[src/rtl/core/hrlt_pkg.sv]
package hrlt_pkg;

  // Input transfer payload
  typedef struct packed {
    logic [7:0] line_byte;
    logic       start_line;
  } in_t;

  // Result transfer payload
  typedef struct packed {
    logic [2:0] field_kind;
    logic [7:0] byte_out;
    logic [2:0] param_number;
    logic [1:0] method_code;
    logic       method_done;
    logic       param_overflow;
  } out_t;

  // Parse phase of the request line
  typedef enum logic [2:0] {
    PH_METHOD  = 3'd0,
    PH_PATH    = 3'd1,
    PH_KEY     = 3'd2,
    PH_VALUE   = 3'd3,
    PH_VERSION = 3'd4,
    PH_DONE    = 3'd5
  } phase_t;

  // Field tags
  localparam logic [2:0] K_METHOD  = 3'd0;
  localparam logic [2:0] K_PATH    = 3'd1;
  localparam logic [2:0] K_KEY     = 3'd2;
  localparam logic [2:0] K_VALUE   = 3'd3;
  localparam logic [2:0] K_VERSION = 3'd4;
  localparam logic [2:0] K_SEP     = 3'd5;
  localparam logic [2:0] K_EOL     = 3'd6;

  // Method codes
  localparam logic [1:0] M_UNKNOWN = 2'd0;
  localparam logic [1:0] M_GET     = 2'd1;
  localparam logic [1:0] M_POST    = 2'd2;

  // Delimiter characters
  localparam logic [7:0] CH_SPACE = 8'h20;
  localparam logic [7:0] CH_QMARK = 8'h3F;
  localparam logic [7:0] CH_AMP   = 8'h26;
  localparam logic [7:0] CH_EQ    = 8'h3D;
  localparam logic [7:0] CH_NL    = 8'h0A;

  // Letters of "GET"
  function automatic logic [7:0] get_char(input logic [1:0] idx);
    logic [7:0] c;
    case (idx)
      2'd0:    c = 8'h47;
      2'd1:    c = 8'h45;
      2'd2:    c = 8'h54;
      default: c = 8'h00;
    endcase
    return c;
  endfunction

  // Letters of "POST"
  function automatic logic [7:0] post_char(input logic [1:0] idx);
    logic [7:0] c;
    case (idx)
      2'd0:    c = 8'h50;
      2'd1:    c = 8'h4F;
      2'd2:    c = 8'h53;
      default: c = 8'h54;
    endcase
    return c;
  endfunction

endpackage

[src/rtl/core/hrlt_core.sv]
module hrlt_core #(
  parameter int MAX_PARAM_COUNT = 8,
  parameter int METHOD_MAX_LEN  = 7
) (
  input  logic          clk,
  input  logic          rst_n,
  input  logic          item_fire,
  input  hrlt_pkg::in_t item,
  output logic          res_valid,
  output hrlt_pkg::out_t res
);

  localparam int POS_W = $clog2(METHOD_MAX_LEN + 1);
  localparam int PARAM_LIMIT_I = (MAX_PARAM_COUNT > 8) ? 7 : MAX_PARAM_COUNT - 1;
  localparam logic [2:0] PARAM_LIMIT = 3'(PARAM_LIMIT_I);
  localparam logic [POS_W-1:0] POS_MAX = POS_W'(METHOD_MAX_LEN);

  hrlt_pkg::phase_t phase_r, phase_nxt, ph_cur;
  logic [POS_W-1:0] pos_r, pos_nxt, pos_cur;
  logic [1:0]       cand_r, cand_nxt, cand_cur;
  logic [2:0]       pcnt_r, pcnt_nxt, pcnt_cur;
  logic             ovf_r, ovf_nxt, ovf_cur;
  logic [7:0]       b;
  logic [2:0]       kind;
  logic [1:0]       code;
  logic             done;

  assign b = item.line_byte;

  // Start of a new request restarts the parse before the byte is handled
  always_comb begin
    if (item.start_line) begin
      ph_cur   = hrlt_pkg::PH_METHOD;
      pos_cur  = '0;
      cand_cur = 2'b11;
      pcnt_cur = '0;
      ovf_cur  = 1'b0;
    end else begin
      ph_cur   = phase_r;
      pos_cur  = pos_r;
      cand_cur = cand_r;
      pcnt_cur = pcnt_r;
      ovf_cur  = ovf_r;
    end
  end

  // Byte classification and phase transition
  always_comb begin
    phase_nxt = ph_cur;
    pos_nxt   = pos_cur;
    cand_nxt  = cand_cur;
    pcnt_nxt  = pcnt_cur;
    ovf_nxt   = ovf_cur;
    kind      = hrlt_pkg::K_METHOD;
    code      = hrlt_pkg::M_UNKNOWN;
    done      = 1'b0;
    res_valid = 1'b1;
    case (ph_cur)
      hrlt_pkg::PH_METHOD: begin
        if (b == hrlt_pkg::CH_SPACE) begin
          kind = hrlt_pkg::K_SEP;
          done = 1'b1;
          if (cand_cur[0] && pos_cur == POS_W'(3)) begin
            code = hrlt_pkg::M_GET;
          end else if (cand_cur[1] && pos_cur == POS_W'(4)) begin
            code = hrlt_pkg::M_POST;
          end
          phase_nxt = hrlt_pkg::PH_PATH;
        end else if (b == hrlt_pkg::CH_NL) begin
          kind      = hrlt_pkg::K_EOL;
          phase_nxt = hrlt_pkg::PH_DONE;
        end else begin
          kind = hrlt_pkg::K_METHOD;
          if (pos_cur >= POS_MAX) begin
            cand_nxt = 2'b00;
          end else begin
            // candidate survives only while the letter matches its word
            if (pos_cur >= POS_W'(3) || hrlt_pkg::get_char(pos_cur[1:0]) != b) begin
              cand_nxt[0] = 1'b0;
            end
            if (pos_cur >= POS_W'(4) || hrlt_pkg::post_char(pos_cur[1:0]) != b) begin
              cand_nxt[1] = 1'b0;
            end
            pos_nxt = pos_cur + POS_W'(1);
          end
        end
      end
      hrlt_pkg::PH_PATH: begin
        if (b == hrlt_pkg::CH_SPACE) begin
          kind      = hrlt_pkg::K_SEP;
          phase_nxt = hrlt_pkg::PH_VERSION;
        end else if (b == hrlt_pkg::CH_QMARK) begin
          kind      = hrlt_pkg::K_SEP;
          phase_nxt = hrlt_pkg::PH_KEY;
        end else if (b == hrlt_pkg::CH_NL) begin
          kind      = hrlt_pkg::K_EOL;
          phase_nxt = hrlt_pkg::PH_DONE;
        end else begin
          kind = hrlt_pkg::K_PATH;
        end
      end
      hrlt_pkg::PH_KEY, hrlt_pkg::PH_VALUE: begin
        if (b == hrlt_pkg::CH_AMP) begin
          kind      = hrlt_pkg::K_SEP;
          phase_nxt = hrlt_pkg::PH_KEY;
          // parameter number saturates, then flags overflow
          if (pcnt_cur < PARAM_LIMIT) begin
            pcnt_nxt = pcnt_cur + 3'd1;
          end else begin
            ovf_nxt = 1'b1;
          end
        end else if (b == hrlt_pkg::CH_SPACE) begin
          kind      = hrlt_pkg::K_SEP;
          phase_nxt = hrlt_pkg::PH_VERSION;
        end else if (b == hrlt_pkg::CH_NL) begin
          kind      = hrlt_pkg::K_EOL;
          phase_nxt = hrlt_pkg::PH_DONE;
        end else if (b == hrlt_pkg::CH_EQ && ph_cur == hrlt_pkg::PH_KEY) begin
          kind      = hrlt_pkg::K_SEP;
          phase_nxt = hrlt_pkg::PH_VALUE;
        end else begin
          kind = (ph_cur == hrlt_pkg::PH_KEY) ? hrlt_pkg::K_KEY : hrlt_pkg::K_VALUE;
        end
      end
      hrlt_pkg::PH_VERSION: begin
        if (b == hrlt_pkg::CH_NL) begin
          kind      = hrlt_pkg::K_EOL;
          phase_nxt = hrlt_pkg::PH_DONE;
        end else begin
          kind = hrlt_pkg::K_VERSION;
        end
      end
      default: begin
        // header bytes after the line end: no result
        res_valid = 1'b0;
      end
    endcase
  end

  // Result fields carry the updated counters
  always_comb begin
    res.field_kind     = kind;
    res.byte_out       = b;
    res.param_number   = pcnt_nxt;
    res.method_code    = code;
    res.method_done    = done;
    res.param_overflow = ovf_nxt;
  end

  // Parse state
  always_ff @(posedge clk) begin
    if (!rst_n) begin
      phase_r <= hrlt_pkg::PH_METHOD;
      pos_r   <= '0;
      cand_r  <= 2'b11;
      pcnt_r  <= '0;
      ovf_r   <= 1'b0;
    end else if (item_fire) begin
      phase_r <= phase_nxt;
      pos_r   <= pos_nxt;
      cand_r  <= cand_nxt;
      pcnt_r  <= pcnt_nxt;
      ovf_r   <= ovf_nxt;
    end
  end

endmodule

[src/rtl/core/http_request_line_tokenizer.sv]
// HTTP request line tokenizer.
// Input channel (in_valid, in_stall, in_data): one byte of the request line
// per transfer; in_data.start_line marks the first byte of a new request and
// restarts the parse. Result channel (out_valid, out_stall, out_data): one
// tagged byte per input byte, with parameter number, method code on the
// closing space and a sticky overflow flag. Bytes after the first newline
// give no result until the next start_line.
// A result is registered in the result register, or in the skid register
// while the receiver stalls. Throughput: one byte per cycle when in_stall is
// low; the next parse state is combinational, ahead of the result register.
// A two-entry output buffer (result register plus skid register) lets the
// block take one more byte while a result waits; in_stall rises only when
// that skid entry is occupied, and stays until the receiver takes a result.
// Reset (rst_n low, synchronous) empties the buffer and returns the parse to
// the method phase with both candidate methods live and counters at zero.
module http_request_line_tokenizer #(
  parameter int MAX_PARAM_COUNT = 8,
  parameter int METHOD_MAX_LEN  = 7
) (
  input  logic           clk,
  input  logic           rst_n,
  input  logic           in_valid,
  output logic           in_stall,
  input  hrlt_pkg::in_t  in_data,
  output logic           out_valid,
  input  logic           out_stall,
  output hrlt_pkg::out_t out_data
);

  logic           in_fire;
  logic           res_valid;
  hrlt_pkg::out_t res;
  logic           new_res;
  logic           out_valid_r, out_valid_nxt;
  hrlt_pkg::out_t out_data_r, out_data_nxt;
  logic           skid_valid_r, skid_valid_nxt;
  hrlt_pkg::out_t skid_data_r, skid_data_nxt;

  assign in_stall = skid_valid_r;
  assign in_fire  = in_valid && !skid_valid_r;
  assign new_res  = in_fire && res_valid;

  hrlt_core #(
    .MAX_PARAM_COUNT(MAX_PARAM_COUNT),
    .METHOD_MAX_LEN (METHOD_MAX_LEN)
  ) u_core (
    .clk      (clk),
    .rst_n    (rst_n),
    .item_fire(in_fire),
    .item     (in_data),
    .res_valid(res_valid),
    .res      (res)
  );

  // Output register and skid entry
  always_comb begin
    out_valid_nxt  = out_valid_r;
    out_data_nxt   = out_data_r;
    skid_valid_nxt = skid_valid_r;
    skid_data_nxt  = skid_data_r;
    if (!out_valid_r || !out_stall) begin
      if (skid_valid_r) begin
        out_valid_nxt  = 1'b1;
        out_data_nxt   = skid_data_r;
        skid_valid_nxt = 1'b0;
      end else begin
        out_valid_nxt = new_res;
        out_data_nxt  = res;
      end
    end else if (new_res) begin
      skid_valid_nxt = 1'b1;
      skid_data_nxt  = res;
    end
  end

  always_ff @(posedge clk) begin
    if (!rst_n) begin
      out_valid_r  <= 1'b0;
      skid_valid_r <= 1'b0;
    end else begin
      out_valid_r  <= out_valid_nxt;
      skid_valid_r <= skid_valid_nxt;
    end
  end

  // Payload registers, no reset
  always_ff @(posedge clk) begin
    out_data_r  <= out_data_nxt;
    skid_data_r <= skid_data_nxt;
  end

  assign out_valid = out_valid_r;
  assign out_data  = out_data_r;

endmodule

[config.mk]
export PLATFORM = sky130hd
export DESIGN_NAME = http_request_line_tokenizer
export DESIGN_NICKNAME = d
export VERILOG_FILES = /design/src/rtl/core/hrlt_pkg.sv /design/src/rtl/core/hrlt_core.sv /design/src/rtl/core/http_request_line_tokenizer.sv
export SDC_FILE = /design/constraint.sdc
export NUM_CORES = 1
export LEC_CHECK = 0
export ABC_AREA = 0
export BUFFER_PORTS_ARGS = -buffer_cell sky130_fd_sc_hd__buf_4
export CAP_MARGIN = 20
export CORE_ASPECT_RATIO = 0.5
export CORE_MARGIN = 4
export CORE_UTILIZATION = 54
export CTS_BUF_LIST = sky130_fd_sc_hd__clkbuf_4
export DETAILED_ROUTE_END_ITERATION = 10
export PLACE_DENSITY_LB_ADDON = 0.15
export SYNTH_ARGS = -nofsm -noshare
export SYNTH_HDL_FRONTEND = slang
export SYNTH_SLANG_ARGS = --single-unit
[constraint.sdc]
create_clock -name clk -period 2.45 [get_ports clk]
set_clock_uncertainty 0.15 [all_clocks]
set_input_delay 0.245 -clock clk [delete_from_list [all_inputs] [get_ports clk]]
set_output_delay 0.245 -clock clk [all_outputs]
set_load 0.05 [all_outputs]
==> flow_summary.yaml <==
logic_synthesis:
  synth-simple-area-share_pct: 19.75
  synth-compound-area-share_pct: 14.10
  postSynthAreaPerCell_um2: 10.71
  syn-num-nets: 279
  synth-main-ff-cell: "edfxtp_1"
  synth_xor_area_share_pct: 2.235
  ys_types: 59
  async_flop_share_pct: 0
  ys_warn_count: 0
  synth_top_family_by_area: "simple AND/OR/NAND/NOR gates"
  postSynthCellCount: 256
  synthAdderAreaFrac_pct: 4.562
  syn_area_mm2: 0.002743
  synth_edf_count: 36
  seq_area_frac_synth_pct: 49.64
  ys_ff_latch: 50
  synth.area.mux_share_pct: 6.432
placed_design:
  gp_congestion: 0.8788
  detailed_place_hpwl_mm: 4.667
  place_area_mm2: 0.003196
  dp.cells: 364
  io_buffers: 32
pwr:
  switchingPower_w: 0.0004874
  clockPowerShare_pct: 28.4
  switching_share_pct: 27.73
  internal_power_w: 0.001270
  pwr-share-comb_pct: 17.0
  leakage_nw: 1.309
  seqPwrFrac_pct: 54.6
  power_density_mw_per_mm2: 529.5
  ir_drop_v: 0.0002708
critical_path:
  worst_setup_path_end_kind: "flop"
  critical_path_arrival_ps: 2450
  reg2reg_depth: 8
  crit_type: "in -> reg"
  startpoint_type: "input port"
  cp_data_required_time_ps: 2560
  critical_path.max_fanout: 11
detailed_routing:
  wl_mm: 6.507
  firstDrtPassIters: 5
  drc_errors: 0
  wl_per_cell_um: 17.31
  dr_total_vias: 2222
  vias_per_cell: 5.910
  drt_iter0_markers: 161
  postRouteAntennaNets: 0
clocking:
  cts_made_buffers: 5
  clk_pin_slew_ps: 150
  root_buffer: "clkbuf_4"
  cts.path.max_buffers: 2
  clk-insertion-delay-late_ps: 380
  htree_num_levels: 2
  cts.sinks: 50
  cts_tree: "done"
cells_and_area:
  final_common_cell: "buf_4"
  fin_nets: 332
  mostFrequentLayoutCells: "buf_4 (56), edfxtp_1 (36), nand2_1 (21), o21ai_0 (18), nor2_1 (16)"
  drive_above_1_share_pct: 29.68
  fin_area_mm2: 0.003319
  final-instance-count-excl-fill: 376
  syn2layout_area_growth_pct: 21.03
  finish.utilization_pct: 71.59
  n_fill_cell: 360
  diodes: 0
timing:
  slew_headroom_pct: 64.27
  fmax_ghz: 0.4268
  setup_violations: 0
  final_hold_viol_count: 0
  min_period_ps: 2343
  fin_crit_sh_pct: 95.63
  grt_setup_unrepaired: "false"
  worst_pin_slew_ps: 535.9
  maxSlewViolCount: 0
global_route:
  grt_start_max_net_pins: 21
  grt_pass1_wl_mm: 10.58
  grt_pass1_vias: 2081
  grt.overflow.total: 0
  antenna_found_initial: 0
  grtUsageTotal_pct: 21.78
floorplan:
  start_util_pct: 59.15
  io_pins: 33
  dieArea_mm2: 0.006353
  coreArea_mm2: 0.004637
  std_cell_rows: 17
  die_x_um: 108.8
  die_y_um: 58.40
worst_hold_path:
  hold_class: "in -> reg"
  worstHoldPathCells: 2
job:
  timing.max_cap.violations: 0
outcome:
  outcome: "finished, final reports clean"
==> cell usage after synthesis (5+ instances only) <==
library cell  instances  share of area, %
inv_1                 5              0.68
dfxtp_1              14                10
nor2_1               16               2.2
a21boi_0              5               1.4
edfxtp_1             36                39
o21ai_0              18               3.3
mux2_2               13               5.3
nand3_1               6               1.1
nand2b_1              5               1.1
nor3_1                5              0.91
a21oi_1              13               2.4
ha_1                 10               4.6
clkbuf_1              9               1.2
nand2_1              21               2.9
or3_1                 5               1.1
==> cells by family (layout without fill, tap and decap cells) <==
logic type                 Yosys count  in the layout
xor gates and xnor gates             7              7
and+or+nand+nor                     93             93
DFF                                 50             50
adders and majority gates           10             10
buffers and inverters               21             75
muxes                               16             16
AOI/OAI and AO/OA                   59             59
==> per-stage QoR <==
stage                     power (W)  setup slack, ps  TNS, ps  hold slack (ps)
after floorplan            0.001164            78.42        0            193.9
after global placement     0.001266            52.81        0            302.3
after detailed placement   0.001271          -0.8196  -0.8196            316.5
after CTS                  0.001767            36.75        0            25.96
after global routing       0.001839            79.25        0            17.95
final                      0.001758            107.2        0            37.09
==> routing by layer <==
| metal | GRT usage (%) | vias to the layer above | wire length (µm) |
|---|---|---|---|
| li1 | - | 1053 | - |
| met3 | 3.724 | 7 | 527 |
| met4 | 5.755 | 0 | 57 |
| met2 | 33.45 | 97 | 2897 |
| met5 | 0 | - | 0 |
| met1 | 32.11 | 1065 | 3025 |
==> power groups by stage <==
stage | combinational [W] | sequential (W) | clock (W)
final | 0.000300 | 0.000960 | 0.000498
after global routing | 0.000320 | 0.000964 | 0.000556
after floorplan | 0.000105 | 0.00106 | 0
after CTS | 0.000299 | 0.000959 | 0.000509
after global placement | 0.000289 | 0.000977 | 0
after detailed placement | 0.000293 | 0.000978 | 0
==> worst paths after layout <==
| path | from | end | slack [ps] |
|---|---|---|---|
| worst min register to register | u_core.pos_r[2]$_SDFFE_PN0P_ | u_core.pos_r[2]$_SDFFE_PN0P_ | 330 |
| worst min-delay path | in_data[7] | skid_data_r[13]$_DFFE_PP_ | 40 |
| worst max-delay path | in_data[6] | out_data[3]$_DFFE_PP_ | 110 |
| worst max register to register | u_core.pos_r[0]$_SDFFE_PN0P_ | u_core.cand_r[0]$_SDFFE_PN1P_ | 170 |
==> sequential cells by signal, summed over array words and instances (netlist names) <==
register        cells
out_data           18
skid_data_r        18
u_core.pcnt_r       3
u_core.phase_r      3
u_core.pos_r        3
u_core.cand_r       2
in_stall            1
out_valid           1
u_core.ovf_r        1
==> worst max-delay path: stages <==
cell and delay (ps):
dlygate4sd3_1 530, buf_4 170, or4b_1 510, or2_1 290, or2_4 300, a211oi_4 230
mux2_2 180
==> timing repair <==
item                                   4_1_cts  5_1_grt
endpoints found under the hold margin        5        0
gates resized for setup                      0        1
setup buffers                                0        0
setup endpoints to repair                    0        1
hold buffers                                 4        0
==> final cells by class <==
type                       count  area, µm²  area share [%]
timing repair buffer          60      460.4           13.87
inverter                       7      28.78          0.8669
clock buffer                   5      37.54           1.131
sequential                    50       1361           41.01
multi-input combinational    185       1305           39.31
clock inverter                 3      43.79           1.319
tap                           66      82.58           2.488
No activity file was read; power rests on OpenSTA's default activity.
